--- src/hw/rtl/ssm_pkg.sv ---
// ssm_pkg: shared types, constants and helpers for the substring match splitter
// depends on nothing; used by every rtl file of the block except the two interfaces
package ssm_pkg;

    localparam int MAX_PATTERN = 16;
    localparam int WIN_IDX_W   = $clog2(MAX_PATTERN);
    localparam int LEN_W       = WIN_IDX_W + 1;
    localparam int POS_W       = 32;
    localparam logic [POS_W-1:0] POS_MAX = '1;

    localparam int CFG_IDX_W  = 2;
    localparam int CFG_DATA_W = 64;
    localparam logic [CFG_IDX_W-1:0] CFG_PAT_LOW    = 2'd0;
    localparam logic [CFG_IDX_W-1:0] CFG_PAT_HIGH   = 2'd1;
    localparam logic [CFG_IDX_W-1:0] CFG_PAT_LEN    = 2'd2;
    localparam logic [CFG_IDX_W-1:0] CFG_FIRST_ONLY = 2'd3;

    localparam logic KIND_MATCH = 1'b0;
    localparam logic KIND_END   = 1'b1;

    localparam int FIFO_DEPTH = 4;
    localparam int FIFO_PTR_W = $clog2(FIFO_DEPTH);
    localparam int FIFO_CNT_W = FIFO_PTR_W + 1;

    typedef struct packed {
        logic [63:0]      pat_low;
        logic [63:0]      pat_high;
        logic [LEN_W-1:0] len;        // already limited to 1..MAX_PATTERN
        logic             first_only;
    } t_cfg;

    typedef struct packed {
        logic             kind;
        logic [POS_W-1:0] position;
        logic             any_found;
        logic             run_last;
    } t_result;

    typedef struct packed {
        logic [1:0] num;              // results pushed this cycle, 0..2
        t_result    res0;
        t_result    res1;
    } t_push;

    function automatic logic [7:0] pattern_byte(input t_cfg cfg,
                                                input logic [WIN_IDX_W-1:0] k);
        logic [63:0] word;
        word = k[3] ? cfg.pat_high : cfg.pat_low;
        return word[{k[2:0], 3'b000} +: 8];
    endfunction

endpackage

--- src/hw/rtl/ssm_in_if.sv ---
// ssm_in_if: text byte channel, valid/ready handshake
// depends on nothing
interface ssm_in_if;
    logic       valid;
    logic       ready;
    logic [7:0] text_byte;
    logic       text_last;

    modport source (output valid, output text_byte, output text_last, input ready);
    modport sink   (input valid, input text_byte, input text_last, output ready);
endinterface

--- src/hw/rtl/ssm_out_if.sv ---
// ssm_out_if: result channel, valid/ready handshake
// depends on nothing
interface ssm_out_if;
    logic        valid;
    logic        ready;
    logic        result_kind;
    logic [31:0] position;
    logic        any_found;
    logic        run_last;

    modport source (output valid, output result_kind, output position,
                    output any_found, output run_last, input ready);
    modport sink   (input valid, input result_kind, input position,
                    input any_found, input run_last, output ready);
endinterface

--- src/hw/rtl/ssm_cfg_regs.sv ---
// ssm_cfg_regs: configuration registers with pattern length limiting
// depends on ssm_pkg
module ssm_cfg_regs (
    input  logic                           i_clk,
    input  logic                           i_rst_n,
    input  logic                           i_cfg_we,
    input  logic [ssm_pkg::CFG_IDX_W-1:0]  i_cfg_index,
    input  logic [ssm_pkg::CFG_DATA_W-1:0] i_cfg_data,
    output ssm_pkg::t_cfg                  o_cfg
);
    logic [63:0]                r_pat_low;
    logic [63:0]                r_pat_high;
    logic [ssm_pkg::LEN_W-1:0]  r_len;
    logic                       r_first_only;

    always_ff @(posedge i_clk) begin
        if (!i_rst_n) begin
            r_pat_low    <= '0;
            r_pat_high   <= '0;
            r_len        <= ssm_pkg::LEN_W'(1);
            r_first_only <= 1'b0;
        end else if (i_cfg_we) begin
            case (i_cfg_index)
                ssm_pkg::CFG_PAT_LOW:    r_pat_low    <= i_cfg_data;
                ssm_pkg::CFG_PAT_HIGH:   r_pat_high   <= i_cfg_data;
                ssm_pkg::CFG_PAT_LEN:    r_len        <= i_cfg_data[ssm_pkg::LEN_W-1:0];
                ssm_pkg::CFG_FIRST_ONLY: r_first_only <= i_cfg_data[0];
                default: ;
            endcase
        end
    end

    always_comb begin
        o_cfg.pat_low    = r_pat_low;
        o_cfg.pat_high   = r_pat_high;
        o_cfg.first_only = r_first_only;
        if (r_len == '0) begin
            o_cfg.len = ssm_pkg::LEN_W'(1);
        end else if (r_len > ssm_pkg::LEN_W'(ssm_pkg::MAX_PATTERN)) begin
            o_cfg.len = ssm_pkg::LEN_W'(ssm_pkg::MAX_PATTERN);
        end else begin
            o_cfg.len = r_len;
        end
    end
endmodule

--- src/hw/rtl/ssm_match_stage.sv ---
// ssm_match_stage: input register, window compare and stream state update
// depends on ssm_pkg; feeds ssm_result_fifo
module ssm_match_stage (
    input  logic          i_clk,
    input  logic          i_rst_n,
    input  ssm_pkg::t_cfg i_cfg,
    input  logic          i_valid,
    output logic          o_ready,
    input  logic [7:0]    i_text_byte,
    input  logic          i_text_last,
    input  logic          i_room,
    output ssm_pkg::t_push o_push
);
    logic                         r_in_valid;
    logic [7:0]                   r_in_byte;
    logic                         r_in_last;
    logic [7:0]                   r_win [ssm_pkg::MAX_PATTERN];
    logic [ssm_pkg::POS_W-1:0]    r_pos;
    logic [ssm_pkg::POS_W-1:0]    r_next_start;
    logic                         r_seen;

    logic [7:0]                   win_new [ssm_pkg::MAX_PATTERN];
    logic [ssm_pkg::POS_W-1:0]    count;
    logic [ssm_pkg::POS_W-1:0]    start;
    logic                         bytes_eq;
    logic                         take;
    logic                         seen_new;
    logic                         advance;
    logic [ssm_pkg::WIN_IDX_W-1:0] v_idx;
    ssm_pkg::t_result             res_match;
    ssm_pkg::t_result             res_end;

    assign advance = r_in_valid && i_room;
    assign o_ready = !r_in_valid || advance;

    always_ff @(posedge i_clk) begin
        if (!i_rst_n) begin
            r_in_valid <= 1'b0;
        end else if (o_ready) begin
            r_in_valid <= i_valid;
        end
    end

    always_ff @(posedge i_clk) begin
        if (o_ready && i_valid) begin
            r_in_byte <= i_text_byte;
            r_in_last <= i_text_last;
        end
    end

    // window slot 0 holds the newest byte
    always_comb begin
        win_new[0] = r_in_byte;
        for (int i = 1; i < ssm_pkg::MAX_PATTERN; i++) begin
            win_new[i] = r_win[i-1];
        end
    end

    always_comb begin
        bytes_eq = 1'b1;
        v_idx    = '0;
        for (int i = 0; i < ssm_pkg::MAX_PATTERN; i++) begin
            // slot i lines up with pattern byte len-1-i
            v_idx = ssm_pkg::WIN_IDX_W'(i_cfg.len - ssm_pkg::LEN_W'(1))
                    - ssm_pkg::WIN_IDX_W'(i);
            if ((ssm_pkg::LEN_W'(i) < i_cfg.len)
                    && (win_new[i] != ssm_pkg::pattern_byte(i_cfg, v_idx))) begin
                bytes_eq = 1'b0;
            end
        end
    end

    always_comb begin
        count = (r_pos == ssm_pkg::POS_MAX) ? ssm_pkg::POS_MAX
                                            : r_pos + ssm_pkg::POS_W'(1);
        start = count - ssm_pkg::POS_W'(i_cfg.len);
        // start + len is count itself, so the next allowed start never overflows
        take = bytes_eq && (count >= ssm_pkg::POS_W'(i_cfg.len))
               && (start >= r_next_start) && !(i_cfg.first_only && r_seen);
        seen_new = r_seen || take;

        res_match.kind      = ssm_pkg::KIND_MATCH;
        res_match.position  = start;
        res_match.any_found = 1'b1;
        res_match.run_last  = !r_in_last;

        res_end.kind      = ssm_pkg::KIND_END;
        res_end.position  = count;
        res_end.any_found = seen_new;
        res_end.run_last  = 1'b1;

        o_push.res1 = res_end;
        if (take) begin
            o_push.res0 = res_match;
        end else begin
            o_push.res0 = res_end;
        end
        if (!advance) begin
            o_push.num = 2'd0;
        end else begin
            o_push.num = 2'(take) + 2'(r_in_last);
        end
    end

    always_ff @(posedge i_clk) begin
        if (!i_rst_n) begin
            for (int i = 0; i < ssm_pkg::MAX_PATTERN; i++) begin
                r_win[i] <= '0;
            end
            r_pos        <= '0;
            r_next_start <= '0;
            r_seen       <= 1'b0;
        end else if (advance) begin
            if (r_in_last) begin
                for (int i = 0; i < ssm_pkg::MAX_PATTERN; i++) begin
                    r_win[i] <= '0;
                end
                r_pos        <= '0;
                r_next_start <= '0;
                r_seen       <= 1'b0;
            end else begin
                for (int i = 0; i < ssm_pkg::MAX_PATTERN; i++) begin
                    r_win[i] <= win_new[i];
                end
                r_pos  <= count;
                r_seen <= seen_new;
                if (take) begin
                    r_next_start <= count;
                end
            end
        end
    end
endmodule

--- src/hw/rtl/ssm_result_fifo.sv ---
// ssm_result_fifo: small result queue taking up to two results a cycle
// depends on ssm_pkg; drains into the result channel
module ssm_result_fifo (
    input  logic             i_clk,
    input  logic             i_rst_n,
    input  ssm_pkg::t_push   i_push,
    output logic             o_room,
    output logic             o_valid,
    input  logic             i_ready,
    output ssm_pkg::t_result o_head
);
    ssm_pkg::t_result              r_mem [ssm_pkg::FIFO_DEPTH];
    logic [ssm_pkg::FIFO_PTR_W-1:0] r_wr;
    logic [ssm_pkg::FIFO_PTR_W-1:0] r_rd;
    logic [ssm_pkg::FIFO_CNT_W-1:0] r_cnt;
    logic [ssm_pkg::FIFO_CNT_W-1:0] n_cnt;
    logic                           pop;

    assign o_valid = (r_cnt != '0);
    assign o_head  = r_mem[r_rd];
    assign pop     = o_valid && i_ready;
    // room for a worst-case item of two results
    assign o_room  = (r_cnt <= ssm_pkg::FIFO_CNT_W'(ssm_pkg::FIFO_DEPTH - 2));
    assign n_cnt   = r_cnt + ssm_pkg::FIFO_CNT_W'(i_push.num)
                     - ssm_pkg::FIFO_CNT_W'(pop);

    always_ff @(posedge i_clk) begin
        if (!i_rst_n) begin
            r_wr  <= '0;
            r_rd  <= '0;
            r_cnt <= '0;
        end else begin
            r_wr  <= r_wr + ssm_pkg::FIFO_PTR_W'(i_push.num);
            r_rd  <= r_rd + ssm_pkg::FIFO_PTR_W'(pop);
            r_cnt <= n_cnt;
        end
    end

    always_ff @(posedge i_clk) begin
        if (i_push.num != 2'd0) begin
            r_mem[r_wr] <= i_push.res0;
        end
        if (i_push.num == 2'd2) begin
            r_mem[r_wr + ssm_pkg::FIFO_PTR_W'(1)] <= i_push.res1;
        end
    end
endmodule

--- src/hw/rtl/substring_match_splitter_core.sv ---
// path: an accepted item is registered in the match stage input register, and its results are
//   then written into the result queue, which presents them on the result channel
// throughput: one item per cycle while the result queue has room; an item giving a match
//   and an end result takes two result transfers, set by the one-result-per-cycle output
// reset (synchronous, active low) clears the input and result queues, the byte window,
//   position, next allowed start and match flag, and loads the register defaults
module substring_match_splitter_core (
    input  logic                           i_clk,
    input  logic                           i_rst_n,
    input  logic                           i_cfg_we,
    input  logic [ssm_pkg::CFG_IDX_W-1:0]  i_cfg_index,
    input  logic [ssm_pkg::CFG_DATA_W-1:0] i_cfg_data,
    ssm_in_if.sink                         i_text,
    ssm_out_if.source                      o_result
);
    ssm_pkg::t_cfg    cfg;
    ssm_pkg::t_push   push;
    ssm_pkg::t_result head;
    logic             room;

    ssm_cfg_regs u_cfg (
        .i_clk       (i_clk),
        .i_rst_n     (i_rst_n),
        .i_cfg_we    (i_cfg_we),
        .i_cfg_index (i_cfg_index),
        .i_cfg_data  (i_cfg_data),
        .o_cfg       (cfg)
    );

    ssm_match_stage u_match (
        .i_clk       (i_clk),
        .i_rst_n     (i_rst_n),
        .i_cfg       (cfg),
        .i_valid     (i_text.valid),
        .o_ready     (i_text.ready),
        .i_text_byte (i_text.text_byte),
        .i_text_last (i_text.text_last),
        .i_room      (room),
        .o_push      (push)
    );

    ssm_result_fifo u_fifo (
        .i_clk   (i_clk),
        .i_rst_n (i_rst_n),
        .i_push  (push),
        .o_room  (room),
        .o_valid (o_result.valid),
        .i_ready (o_result.ready),
        .o_head  (head)
    );

    assign o_result.result_kind = head.kind;
    assign o_result.position    = head.position;
    assign o_result.any_found   = head.any_found;
    assign o_result.run_last    = head.run_last;
endmodule

--- src/flat_wrapper.sv ---
// flat-port wrapper written by rule: the top's interface ports become plain ports
module substring_match_splitter_core_flat 
  (i_clk, i_rst_n, i_cfg_we, i_cfg_index, i_cfg_data, i_text_valid, i_text_text_byte, i_text_text_last, i_text_ready, o_result_valid, o_result_result_kind, o_result_position, o_result_any_found, o_result_run_last, o_result_ready);
  ssm_in_if i_text_i ();
  ssm_out_if o_result_i ();
  input  logic i_clk;
  input  logic i_rst_n;
  input  logic i_cfg_we;
  input  logic [ssm_pkg::CFG_IDX_W-1:0] i_cfg_index;
  input  logic [ssm_pkg::CFG_DATA_W-1:0] i_cfg_data;
  input wire logic [$bits(i_text_i.valid)-1:0] i_text_valid;
  input wire logic [$bits(i_text_i.text_byte)-1:0] i_text_text_byte;
  input wire logic [$bits(i_text_i.text_last)-1:0] i_text_text_last;
  output wire logic [$bits(i_text_i.ready)-1:0] i_text_ready;
  output wire logic [$bits(o_result_i.valid)-1:0] o_result_valid;
  output wire logic [$bits(o_result_i.result_kind)-1:0] o_result_result_kind;
  output wire logic [$bits(o_result_i.position)-1:0] o_result_position;
  output wire logic [$bits(o_result_i.any_found)-1:0] o_result_any_found;
  output wire logic [$bits(o_result_i.run_last)-1:0] o_result_run_last;
  input wire logic [$bits(o_result_i.ready)-1:0] o_result_ready;
  assign i_text_i.valid = i_text_valid;
  assign i_text_i.text_byte = i_text_text_byte;
  assign i_text_i.text_last = i_text_text_last;
  assign i_text_ready = i_text_i.ready;
  assign o_result_valid = o_result_i.valid;
  assign o_result_result_kind = o_result_i.result_kind;
  assign o_result_position = o_result_i.position;
  assign o_result_any_found = o_result_i.any_found;
  assign o_result_run_last = o_result_i.run_last;
  assign o_result_i.ready = o_result_ready;
  substring_match_splitter_core u_core (.i_clk(i_clk), .i_rst_n(i_rst_n), .i_cfg_we(i_cfg_we), .i_cfg_index(i_cfg_index), .i_cfg_data(i_cfg_data), .i_text(i_text_i), .o_result(o_result_i));
endmodule
--- config.mk ---
export PLATFORM = sky130hd
export DESIGN_NAME = substring_match_splitter_core_flat
export DESIGN_NICKNAME = d
export VERILOG_FILES = /design/src/hw/rtl/ssm_pkg.sv /design/src/hw/rtl/ssm_in_if.sv /design/src/hw/rtl/ssm_out_if.sv /design/src/hw/rtl/ssm_cfg_regs.sv /design/src/hw/rtl/ssm_match_stage.sv /design/src/hw/rtl/ssm_result_fifo.sv /design/src/hw/rtl/substring_match_splitter_core.sv /design/src/flat_wrapper.sv
export SDC_FILE = /design/constraint.sdc
export NUM_CORES = 2
export LEC_CHECK = 0
export ABC_AREA = 1
export BUFFER_PORTS_ARGS = -buffer_cell sky130_fd_sc_hd__buf_2
export CORE_UTILIZATION = 50
export DETAILED_ROUTE_END_ITERATION = 12
export GPL_TIMING_DRIVEN = 1
export PLACE_DENSITY = 0.67
export SYNTH_ARGS = -nofsm -noshare
export SYNTH_HDL_FRONTEND = slang
export SYNTH_HIERARCHICAL = 1
export SYNTH_SLANG_ARGS = --single-unit
--- constraint.sdc ---
create_clock -name i_clk -period 19.25 [get_ports i_clk]
set_clock_uncertainty 0.05 [all_clocks]
set_input_delay 3.85 -clock i_clk [delete_from_list [all_inputs] [get_ports i_clk]]
set_output_delay 3.85 -clock i_clk [all_outputs]
set_load 0.01 [all_outputs]
== After elaboration in Yosys (flattened, before gate mapping) ==
Memory sizes are Yosys's and may differ from the RTL's. A register that Yosys moved wholly into a read port is not among the register bits.
Cells that the tools add are included.

* Flip-flop bits (word level): 216
* RAM bits: 268
* Input bits: 80
* Output and inout bits: 37
* Word-level logic and storage cells: 253
* Memories: 2

* Add/sub/neg operators: 24
* Magnitude comparators: 20
* Equality and inequality tests: 21
* Shifts and indexed selects: 16
* Muxes and demuxes: 87
* Bitwise gates (word level): 32
* Reduce and logical (&&, ||, !) cells: 38

{| class="wikitable"
|+ Memory list
! name !! depth !! bits a word !! rd ports !! clocked after Yosys merged registers in !! write ports !! line !! text
|-
| u_core.u_fifo.r_mem || 4 || 35 || 1 || 1 || 2 || ssm_result_fifo.sv:12 || <nowiki>ssm_pkg::t_result r_mem [ssm_pkg::FIFO_DEPTH];</nowiki>
|-
| u_core.u_match.r_win || 16 || 8 || 15 || 0 || 16 || ssm_match_stage.sv:17 || <nowiki>logic [7:0] r_win [ssm_pkg::MAX_PATTERN];</nowiki>
|}

{| class="wikitable"
|+ Operators by type and width
! cell !! number
|-
| two-way mux 64 bit || 16
|-
| indexed part select 64 x 7 -> 8 bit || 16
|-
| two-way mux 8 bit || 32
|-
| two-way mux 32 bit || 4
|-
| inequality test 8 bit || 16
|-
| less-than comparator 4 x 5 -> 1 bit, first input constant || 8
|-
| two-way mux 35 bit || 1
|-
| adder 32 x 1 -> 32 bit, second input constant || 1
|-
| == test 32 bit, second input constant || 1
|-
| >= comparator 32 bit || 1
|-
| >= comparator 32 x 5 -> 1 bit || 1
|-
| OR 1 bit || 32
|-
| subtractor 32 x 5 -> 32 bit || 1
|-
| subtractor 4 bit, second input constant || 8
|-
| two-way mux 1 bit || 30
|-
| logical AND 1 bit || 23
|-
| less-than comparator 3 x 5 -> 1 bit, first input constant || 4
|-
| subtractor 4 x 3 -> 4 bit, second input constant || 4
|-
| less-than comparator 1 x 5 -> 1 bit, first input constant || 2
|-
| less-than comparator 2 x 5 -> 1 bit, first input constant || 2
|-
| two-way mux 5 bit || 2
|-
| AND reduction 2 bit || 5
|-
| subtractor 4 x 1 -> 4 bit, second input constant || 2
|-
| subtractor 4 x 2 -> 4 bit, second input constant || 2
|-
| other kinds (17) || 24
|}

== Logic depth before layout (Yosys ltp) ==
* Word-level depth: 32
* Mapped depth: 47
* Gate-level depth less buffers: 45

== By module ==
The synthesis kept the hierarchy.

{| class="wikitable"
|+ Modules (own cells, without submodules)
! module !! times used !! cells each !! area an instance (um2) !! seq. area each (um2)
|-
| ssm_match_stage || 1 || 4940 || 26330.3 || 5114.9
|-
| ssm_result_fifo || 1 || 739 || 7758.7 || 4344.2
|-
| ssm_cfg_regs || 1 || 876 || 5958.2 || 2682.6
|}

== Least setup slack after synthesis ==
OpenSTA, ideal clock, no wires.

* Kind: reg2reg
* From: register u_core/u_match/r_pos[0] in the netlist's numbering
* To: memory u_core/u_fifo/r_mem[0][0] in the netlist's numbering (enable)
* Setup time: 481 ps
* Arrival time: 8746 ps
* Path slack: 9974 ps
* Cell stages (with the launch flop): 43
* Period minus slack after synthesis: 9276 ps
* Cells stage by stage: dfxtp_1 > ha_1 > nand3_1 > nor3_4 > inv_2 > nor2_1 > nand3_1 > nor2_4 > nor2_1 > inv_1 > ha_1 > a21oi_1 > inv_1 > nor2_1 > nor2_1 > o21ai_0 > inv_1 > nor2_1 > [7 not listed] > ha_1 > nand4_1 > nor3_1 > nor4b_1 > nand4_1 > nand4_1 > nand2_1 > nor2_1 > nand2_1 > nor2_4 > nand3_4 > buf_6 > inv_1 > ha_1 > inv_1 > nor2_1 > nor2_1 > o31ai_1

{| class="wikitable"
|+ RTL lines
! what !! line !! text
|-
| start, declared || ssm_match_stage.sv:18 || <nowiki>logic [ssm_pkg::POS_W-1:0] r_pos;</nowiki>
|-
| start signal, assigned || ssm_match_stage.sv:125 || <nowiki>r_pos <= count;</nowiki>
|-
| end, declared || ssm_result_fifo.sv:12 ||
|}

==> impl.org <==
** Status
- The run finished with clean final reports.

** Synthesis
- The synthesized netlist devotes 1.072% of its cell area to XOR and XNOR gates.
- Post-synthesis cell area :: 0.04005 sq mm
- Of the synthesized area, sequential elements account for 30.32%.
- After synthesis, the largest family of logic cells by area is simple AND/OR/NAND/NOR gates.
- Synthesized instance count :: 6555
- The synthesized netlist contains 58 unique library cells.
- Of all flip-flops after synthesis, the portion carrying an async set or reset was 0%.
- Simple-gate share of the synthesized area :: 39.75%
- During synthesis, Yosys emitted a total of 6 warnings.
- Dividing the synthesized area by the synthesized cell count gives 6.109 sq um.
- Count of flip-flops with a built-in enable after synthesis :: 261
- Most instantiated flip-flop cell in the synthesis netlist :: edfxtp_1
- Adder and majority gate portion of the synthesized area :: 1.662%
- Register bit count reported by yosys :: 476
- Multiplexer fraction of the synthesized cell area :: 0%
- Compound-Gate Fraction of Synth Area :: 14.74%

** STA
- Headroom to the max-slew limit came out at 20.78%.
- Worst Setup Slack, final :: 8.485 ns
- Setup Viol. Count Final :: 0
- Count of final max-slew check failures :: 0
- Final Hold Viols :: 0
- Derived from the worst setup path, the maximum achievable clock frequency is 92.89 MHz.
- Post-layout minimum cycle time :: 10.77 ns
- Least-Margin Pin Slew :: 1.181 ns
- After layout, the worst path uses 55.92% of the clock period.
- Unrepaired setup endpoints after global routing :: false
- Setup TNS :: 0 ns

** Drt
- Dividing the detail-routed wire length by the instance count gives 22.61 um.
- Drt drc :: 0
- Number of iterations in the first detailed-routing pass :: 7
- The count of nets left with antenna violations once routing finished came out at 0.
- Post-detailed-routing wire length :: 168.7 mm
- Total vias in the final route :: 44.51k
- In the routed layout, each cell is associated on average with a via count of 5.965.
- Number of DRC markers in iteration 0 :: 6485

** Global route
- Global route total overflow :: 0
- Met3 track demand over resource :: 7.392%
- Initial antenna violation count :: 9
- The first global-routing pass estimated 250.5 mm of wire.
- Global routing used 51.52% of the available met1 tracks.
- Global Route Usage Sum :: 40.27%
- In the global route stage, met2 resource usage came out at 62.07%.
- The via count of the first global-routing pass was 39.87k.
- Entering global routing, the biggest net connects 86 pins.
- met2 is the most crowded layer.

** Power and ir drop
- Total internal power :: 2203 uW
- Across the VDD grid, the largest voltage drop is 0.00008364 V.
- The share of total power dissipated in combinational logic is 41.5%.
- Of the total power, registers draw 30.7%.
- In this run the static leakage power is 0.01847 uW.
- Of the total power, the share spent switching nets is 44.39%.
- Of the total power, the clock network draws 27.8%.
- Pwr/cell area :: 94.00 mW/mm^2
- For this design the total switching power over the nets is 1759 uW.

** Place
- Detailed placement finished with a half-perimeter wire length of 115.5 mm.
- Placement Cell Area :: 0.04028 sq mm
- Post-Place Worst Slack :: 8.848 ns
- Routability-driven placement finished with a final weighted congestion of 1.022.
- Port buffer count :: 116

** Clocking
- Clock-pin slew of the registers on the worst-case setup and hold paths :: 0.06 ns
- Setup bufs post-CTS :: 0
- Gates resized during post-CTS repair numbered 0.
- Sinks on the clock net :: 476
- TritonCTS clock tree :: yes
- Htree depth :: 2
- In this run, CTS created clock tree buffers numbering 57.
- Clock latency on the worst-skew pair :: 0.65 ns
- The number of hold buffers added after CTS was 0.
- Buffers from clock root to sink, at most :: 3
- Clock tree synthesis selected as its root buffer the cell clkbuf_16.

** Floorplan
- Width of the die :: 285.0 um
- DIE HEIGHT :: 285.0 um
- Die Outline Area :: 0.08123 sq mm
- Number of top-level design ports :: 117
- Placement Rows :: 103
- Once the floorplan was initialized, standard cells occupied 50.61% of the core.
- Core region area :: 0.07913 sq mm

** Worst setup path
- The slowest stage of the critical path is the nand2_1 cell.
- Largest driver fanout on the critical path :: 71
- Cell repeated most along the worst path :: nand2_1
- For this run, the slowest stage of the critical path takes 0.81 ns.
- Counting both buffers and inverters, the worst setup path holds a total of 9.
- Endpoint kind of the worst setup timing path :: flop
- Kind of critical path :: flop to flop
- Data arrives at the worst endpoint at 11.02 ns.
- STA puts the critical path data required time at 19.51 ns.
- STA classifies the critical path startpoint as a flop.
- In this design, the largest share of critical-path delay is due to simple AND/OR/NAND/NOR gates.

** Final layout
- The finished cells cover 0.04214 sq mm.
- After the last flow step, the layout net total stands at 6498.
- Combined flip-flop and latch cell area :: 0.01214 sq mm
- Combined area of the multi-input logic cells :: 0.02310 sq mm
- Layout cells sized above 1 :: 7.895%
- Counting the fill cells in the layout gives 8155.
- The area growth from synthesis to layout is 5.224%.
- Cells fill 53.25% of the core in the end.

** Min path
- The path class of the tightest hold or removal check is flop to flop.

** Flow run
- Across the run, the number of max-cap violations was 0.
-- logic make-up after synthesis --
group / after synthesis
XOR/XNOR: 49
AND/OR/NAND/NOR: 3869
flip-flops: 476
buffers and inverters: 1129
adder cells (fa/ha/maj): 52
AO/OA/AOI/OAI: 979
other: 1
-- layout by cell type (no fill, tap or decap), types with 70 or more instances in the layout --
master and n:
nand3_1 601, o21ai_0 310, nand4_1 77, o22ai_1 127, nor2_1 794, edfxtp_1 261
o21ai_1 81, buf_2 114, buf_4 70, dfxtp_1 214, a21oi_1 189, nand2_1 2263
o21ai_2 115, inv_1 677, o211ai_1 103
-- worst paths after layout --
check / start / end / slack (ns) / depth (start not counted)
min reg2reg: u_core/u_fifo/r_rd[0] / u_core/u_fifo/r_rd[0] / 0.40 / 2
max: u_core/u_cfg/r_len[0] / u_core/u_fifo/r_mem[1][12] / 8.48 / 31
min: u_core/u_fifo/r_rd[0] / u_core/u_fifo/r_rd[0] / 0.40 / 2
max reg2reg: u_core/u_cfg/r_len[0] / u_core/u_fifo/r_mem[1][12] / 8.48 / 31
-- Yosys cell counts (4+ instances only) --
| library cell | instances | area share [%] |
|---|---|---|
| buf_2 | 195 | 2.4 |
| nand4_1 | 77 | 1.2 |
| buf_1 | 27 | 0.25 |
| nand3_4 | 7 | 0.31 |
| inv_2 | 12 | 0.11 |
| o21ai_1 | 81 | 1.0 |
| nand3_1 | 601 | 7.5 |
| nor2_4 | 4 | 0.11 |
| edfxtp_1 | 261 | 20 |
| ha_1 | 50 | 1.6 |
| nand2_1 | 2276 | 21 |
| nand3_2 | 4 | 0.10 |
| xnor2_1 | 12 | 0.26 |
| a211oi_1 | 20 | 0.37 |
| xor2_1 | 37 | 0.81 |
| o21ai_0 | 311 | 3.9 |
| buf_6 | 47 | 1.3 |
| buf_4 | 24 | 0.45 |
| nor2_1 | 798 | 7.5 |
| dfxtp_1 | 215 | 11 |
| o22ai_1 | 127 | 2.0 |
| o2111ai_1 | 16 | 0.35 |
| nor2_2 | 10 | 0.16 |
| o31ai_1 | 5 | 0.094 |
| nor3_1 | 17 | 0.21 |
| a21oi_1 | 191 | 2.4 |
| nand2_2 | 44 | 0.69 |
| clkbuf_1 | 136 | 1.3 |
| inv_1 | 680 | 6.4 |
| o211ai_1 | 103 | 1.9 |
| nand3b_1 | 15 | 0.28 |
| o21ai_2 | 115 | 2.5 |
| nor4_1 | 6 | 0.094 |
-- power by group through the flow --
stage	registers, uW	logic, uW	clock network (uW)
after detailed placement	1230	1570	0
after global placement	1230	1560	0
after CTS	1210	1580	1110
after floorplan	1190	1080	0
final	1220	1640	1100
after global routing	1220	1760	1140
-- cell type report --
class / count / area share (%)
Clock buffer: 72 / 3.643
Sequential cell: 476 / 28.82
Antenna cell: 3 / 0.01782
Timing Repair Buffer: 185 / 2.628
Inverter: 695 / 6.203
Tap cell: 1050 / 3.118
Clock inverter: 30 / 0.7542
Multi-Input combinational cell: 4951 / 54.82
-- flip-flops by register name, indices dropped and copies added, names as in the netlist --
register / flops
u_core/u_match/r_win: 120
u_core/u_cfg/r_len: 5
u_core/u_fifo/r_rd: 2
u_core/u_match/r_in_byte: 8
u_core/u_match/r_pos: 32
u_core/u_match/r_in_valid: 1
u_core/u_fifo/r_wr: 2
u_core/u_match/r_in_last: 1
u_core/u_fifo/r_mem: 140
u_core/u_match/r_seen: 1
u_core/u_match/r_next_start: 32
u_core/u_cfg/r_pat_high: 64
u_core/u_cfg/r_first_only: 1
u_core/u_cfg/r_pat_low: 64
u_core/u_fifo/r_cnt: 3
-- per-stage QoR --
stage          hold WS [ns]  total power, uW  std cells
5_1_grt              0.4160             4125       7460
3_3_place_gp         0.3858             2795       7357
6_report             0.3976             3961       7462
2_1_floorplan        0.3962             2268       6556
4_1_cts              0.3991             3897       7459
3_5_place_dp         0.3949             2804       7357
-- worst min-delay path, cell delays in order, from the launching register on --
cell and delay [ns]:
dfxtp_2 0.32, inv_2 0.05, a21oi_1 0.05
-- layer usage --
| layer | vias up | wire length, um |
|---|---|---|
| li1 | 20753 | - |
| met1 | 20126 | 63600 |
| met2 | 3002 | 72480 |
| met3 | 624 | 19470 |
| met4 | 6 | 13100 |
| met5 | - | 58 |
Power figures use the tool's default switching activity.
